**src/hdl/tcw_pkg.sv**
```systemverilog
// Package for the text mode console writer: transfer payload types,
// item kinds, character codes and the cursor command struct.
// No dependencies.
package tcw_pkg;

	localparam int COL_W = 7;
	localparam int ROW_W = 5;

	localparam logic [1:0] KIND_PUT   = 2'd0;
	localparam logic [1:0] KIND_CLEAR = 2'd1;
	localparam logic [1:0] KIND_READ  = 2'd2;

	localparam logic [7:0] CH_CR       = 8'd13;
	localparam logic [7:0] CH_LF       = 8'd10;
	localparam logic [7:0] CH_SPACE    = 8'd32;
	localparam logic [7:0] COLOR_RESET = 8'h0F;

	typedef struct packed {
		logic [1:0]  kind;
		logic [7:0]  char_code;
		logic [10:0] cell_index;
	} in_item_t;

	typedef struct packed {
		logic [10:0] cursor_pos;
		logic [15:0] cell_value;
	} out_item_t;

	typedef struct packed {
		logic       put;
		logic       clear;
		logic [7:0] code;
	} cur_cmd_t;

endpackage

```
**src/hdl/tcw_cursor.sv**
```systemverilog
// Cursor registers of the console writer: column and row update for
// put and clear, scroll detection and the linear cursor address.
// Depends on tcw_pkg.
module tcw_cursor import tcw_pkg::*; #(
	parameter int COLUMNS = 80,
	parameter int ROWS    = 25,
	parameter int AW      = 11
) (
	input  logic          clk,
	input  logic          arst_n,
	input  cur_cmd_t      cmd,
	output logic [AW-1:0] pos,
	output logic          scroll
);

	logic [COL_W-1:0] col_q, col_d;
	logic [ROW_W-1:0] row_q, row_d;
	logic             last_row, last_col, is_cr, is_lf;

	always_comb begin
		last_row = row_q == ROW_W'(ROWS - 1);
		last_col = col_q == COL_W'(COLUMNS - 1);
		is_cr    = cmd.code == CH_CR;
		is_lf    = cmd.code == CH_LF;
		scroll   = cmd.put && last_row && (is_lf || (!is_cr && last_col));
		pos      = AW'(row_q) * AW'(COLUMNS) + AW'(col_q);
		col_d    = col_q;
		row_d    = row_q;
		if (cmd.clear) begin
			col_d = '0;
			row_d = '0;
		end else if (cmd.put) begin
			if (is_cr) begin
				col_d = '0;
			end else if (is_lf) begin
				if (last_row) begin
					col_d = '0;
				end else begin
					row_d = row_q + ROW_W'(1);
				end
			end else if (last_col) begin
				col_d = '0;
				if (!last_row) begin
					row_d = row_q + ROW_W'(1);
				end
			end else begin
				col_d = col_q + COL_W'(1);
			end
		end
	end

	always_ff @(posedge clk or negedge arst_n) begin
		if (!arst_n) begin
			col_q <= '0;
			row_q <= '0;
		end else begin
			col_q <= col_d;
			row_q <= row_d;
		end
	end

endmodule

```
**config.mk**
```make
export PLATFORM = sky130hd
export DESIGN_NAME = tcw_cursor
export DESIGN_NICKNAME = d
export VERILOG_FILES = /design/src/hdl/tcw_pkg.sv /design/src/hdl/tcw_cursor.sv
export SDC_FILE = /design/constraint.sdc
export NUM_CORES = 1
export LEC_CHECK = 0
export ABC_AREA = 1
export BUFFER_PORTS_ARGS = -buffer_cell sky130_fd_sc_hd__buf_2
export CORE_UTILIZATION = 45
export CTS_BUF_LIST = sky130_fd_sc_hd__clkbuf_8
export CTS_CLUSTER_SIZE = 28
export DETAILED_ROUTE_END_ITERATION = 10
export GPL_TIMING_DRIVEN = 0
export PLACE_DENSITY = 0.67
export SYNTH_ARGS = -nofsm -noshare
export SYNTH_HDL_FRONTEND = slang
export SYNTH_SLANG_ARGS = --single-unit
export TNS_END_PERCENT = 30
```
**constraint.sdc**
```tcl
create_clock -name clk -period 4.6 [get_ports clk]
set_clock_uncertainty 0.15 [all_clocks]
set_input_delay 0.92 -clock clk [delete_from_list [all_inputs] [get_ports clk]]
set_output_delay 0.92 -clock clk [all_outputs]
set_load 0.02 [all_outputs]
```
==> impl_metrics.tcl <==
set metrics [dict create \
    status "complete, no violations" \
    ys_seq_area_share_pct 25.1 \
    cp.required_ns 3.53 \
    num_io_pins 24 \
    n_antenna_cell 0 \
    path_class "reg -> out" \
    die_x_um 53.6 \
    whs_ns 0.386 \
    n_fill_cell 259 \
    ys_seq_elements 12 \
    die_h_um 53.6 \
    grt_first_pass_wirelength_mm 4.23 \
    ys_warn_count 0 \
    drv_cap 0 \
    port_buffers 23 \
    hold_path_class "reg -> reg" \
    r2r-end "col_q[3]" \
    post_cts_buffers 0 \
    fmax_mhz 293 \
    synthCells 170 \
    worst_setup_path_end_kind "output pin" \
    grt_usage_pct 20.3 \
    rsz0062_at_grt "no" \
    antenna_left 0 \
    reg2reg_from "row_q[1]" \
    finalCritPeriodShare_pct 74.2 \
    period_needed_ns 3.41 \
    final_common_cell "nand2_1" \
    antenna_found_initial 0 \
    hp-start "col_q[1]" \
    clk_latency_ns 0.24 \
    swShare_pct 25.5 \
    hpwl_mm 2.03 \
    hold_end "col_q[1]" \
    ys.flop_type "dfrtp_1" \
    worst_slew_pin_slew_ns 0.282 \
    slew_violations 0 \
    vias 1133 \
    worst-path-max-fanout 7 \
    grt_max_degree 13 \
    overflow 0 \
    slew_headroom_pct 81.0 \
    cts_buffers 3 \
    final_area_um2 1410 \
    setup_ws_ns 1.19 \
    wl_mm 2.49 \
    dieArea_um2 2870 \
    synth_edf_count 0 \
    core_area_um2 2500 \
    mostFrequentLayoutCells "nand2_1, inv_1, buf_2" \
    avgViaCountPerCell 4.99 \
    fin_tns_setup_ns 0 \
    synthesis.area_um2 1200 \
    r2r_setup_slack_ns 2.85 \
    cts.clk_slew.worst_paths_ns 0.06 \
    synth_nets 196 \
    drive_gt1_share_pct 23.4 \
    clock_path_buffers 2 \
    avgRoutedWirePerCell_um 10.9 \
    place.gp.congestion 0.788 \
    drtIter0Drc 15 \
    clkPwrFrac_pct 42.7 \
    powerDensity_nw_per_um2 193 \
    async_flop_share_pct 100 \
    cts_tree "yes" \
    finish.utilization_pct 56.3 \
    p_int_w 0.000202 \
    synth_cell_types 22 \
    ir_drop_uv 158 \
    drcViolationCount 0 \
    cts_root_buffer "clkbuf_8" \
    holdPathStages 2 \
    p_switching_w 0.0000691 \
    htree_levels 1 \
    worstRegToRegCells 11 \
    dpl_worst_slack_ns 1.46 \
    cts_sinks 12 \
    pwr-share-seq_pct 41.5 \
    core.rowCount 18 \
    hold_viol 0 \
    avgSynthCellArea_um2 7.05 \
    area_growth_pct 17.3 \
    p_leak_nw 0.818 \
    grt_pass1_vias 1043 \
    start_kind "flop" \
    arrival_ns 2.34 \
    pwr-share-comb_pct 15.9 \
    first_pass_iters 4 \
    setup_viol 0 \
    start_util_pct 47.9 \
    cts_hold_buf 0 \
    finalNetCount 224 \
    placed_cell_area_um2 1350 \
    post_cts_resized 0 \
]
synth_stat cells, types with 2 or more instances:
library cell  instances  area (um2)
nand2_1              41         154
inv_1                23        86.3
nand3_1              15        75.1
nor2_1               15        56.3
dfrtp_1              12         300
ha_1                 12         150
nor2_2                8        50.1
nand4_1               7        43.8
xor2_1                7        61.3
a21oi_1               4        20.0
buf_4                 4        30.0
o21ai_1               4        20.0
nand2_2               3        18.8
xnor2_1               3        26.3
fa_1                  2        40.0
nand2_4               2        22.5
nor3_1                2        10.0
o21ai_0               2        10.0
cells by family (layout without fill, tap and decap cells):
family                     after synthesis  count (layout)  share of synthesized area [%]
xor gates and xnor gates                10              10                           7.31
AOI/OAI and AO/OA                       11              11                           4.80
adders and majority gates               14              14                           15.9
DFF                                     12              12                           25.1
and+or+nand+nor                         94              94                           36.4
buffers and inverters                   29              56                           10.5
worst max-delay path: stages, from the launching register on:
cell	delay [ns]
dfrtp_1	0.51
ha_1	0.30
ha_1	0.23
fa_1	0.56
nand2_1	0.07
nor2_1	0.12
xor2_1	0.14
buf_2	0.18
layer usage:
metal / share of wire, % / global-route usage, % / up-vias
met4: 1.0 / 5.26 / 0
li1: - / - / 594
met5: 0 / 0 / -
met2: 51 / 36.5 / 13
met3: 2.9 / 5.08 / 4
met1: 45 / 23.8 / 522
metrics by stage:
step                total power, W  cells
floorplan                 0.000142    170
global placement          0.000157    223
detailed placement        0.000158    223
CTS                       0.000276    227
global route              0.000286    227
finish                    0.000271    227
cell type report:
class / instances / area [um2] / share of cell area (%)
sequential: 12 / 300 / 21.4
clock buffer: 4 / 55.1 / 3.91
tap: 30 / 37.5 / 2.67
inverter: 25 / 96.3 / 6.85
timing repair buffer: 23 / 115 / 8.19
buffer: 4 / 30.0 / 2.14
multi-input combinational: 129 / 772 / 54.9
power by group through the flow:
stage	Sequential [W]	Clock, W	Combinational, W
after floorplan	0.000114	0	0.0000286
after global placement	0.000114	0	0.0000424
after detailed placement	0.000114	0	0.0000435
after CTS	0.000112	0.000120	0.0000436
after global routing	0.000113	0.000124	0.0000485
final	0.000112	0.000116	0.0000430
state kept, by name, indices dropped and copies added (netlist names):
name and flops:
row_q 5, col_q 7
how the worst max path moves through the flow:
stage / start / end / slack (ns) / cells past startpoint
3_5_place_dp: row_q[3] / pos[10] / 1.46 / 7
2_1_floorplan: row_q[3] / pos[10] / 1.52 / 6
6_report: row_q[3] / pos[10] / 1.19 / 7
5_1_grt: row_q[3] / pos[10] / 1.06 / 7
3_3_place_gp: row_q[3] / pos[10] / 1.48 / 7
4_1_cts: row_q[3] / pos[10] / 1.19 / 7
Note: power is estimated with default switching activity, not from simulation.
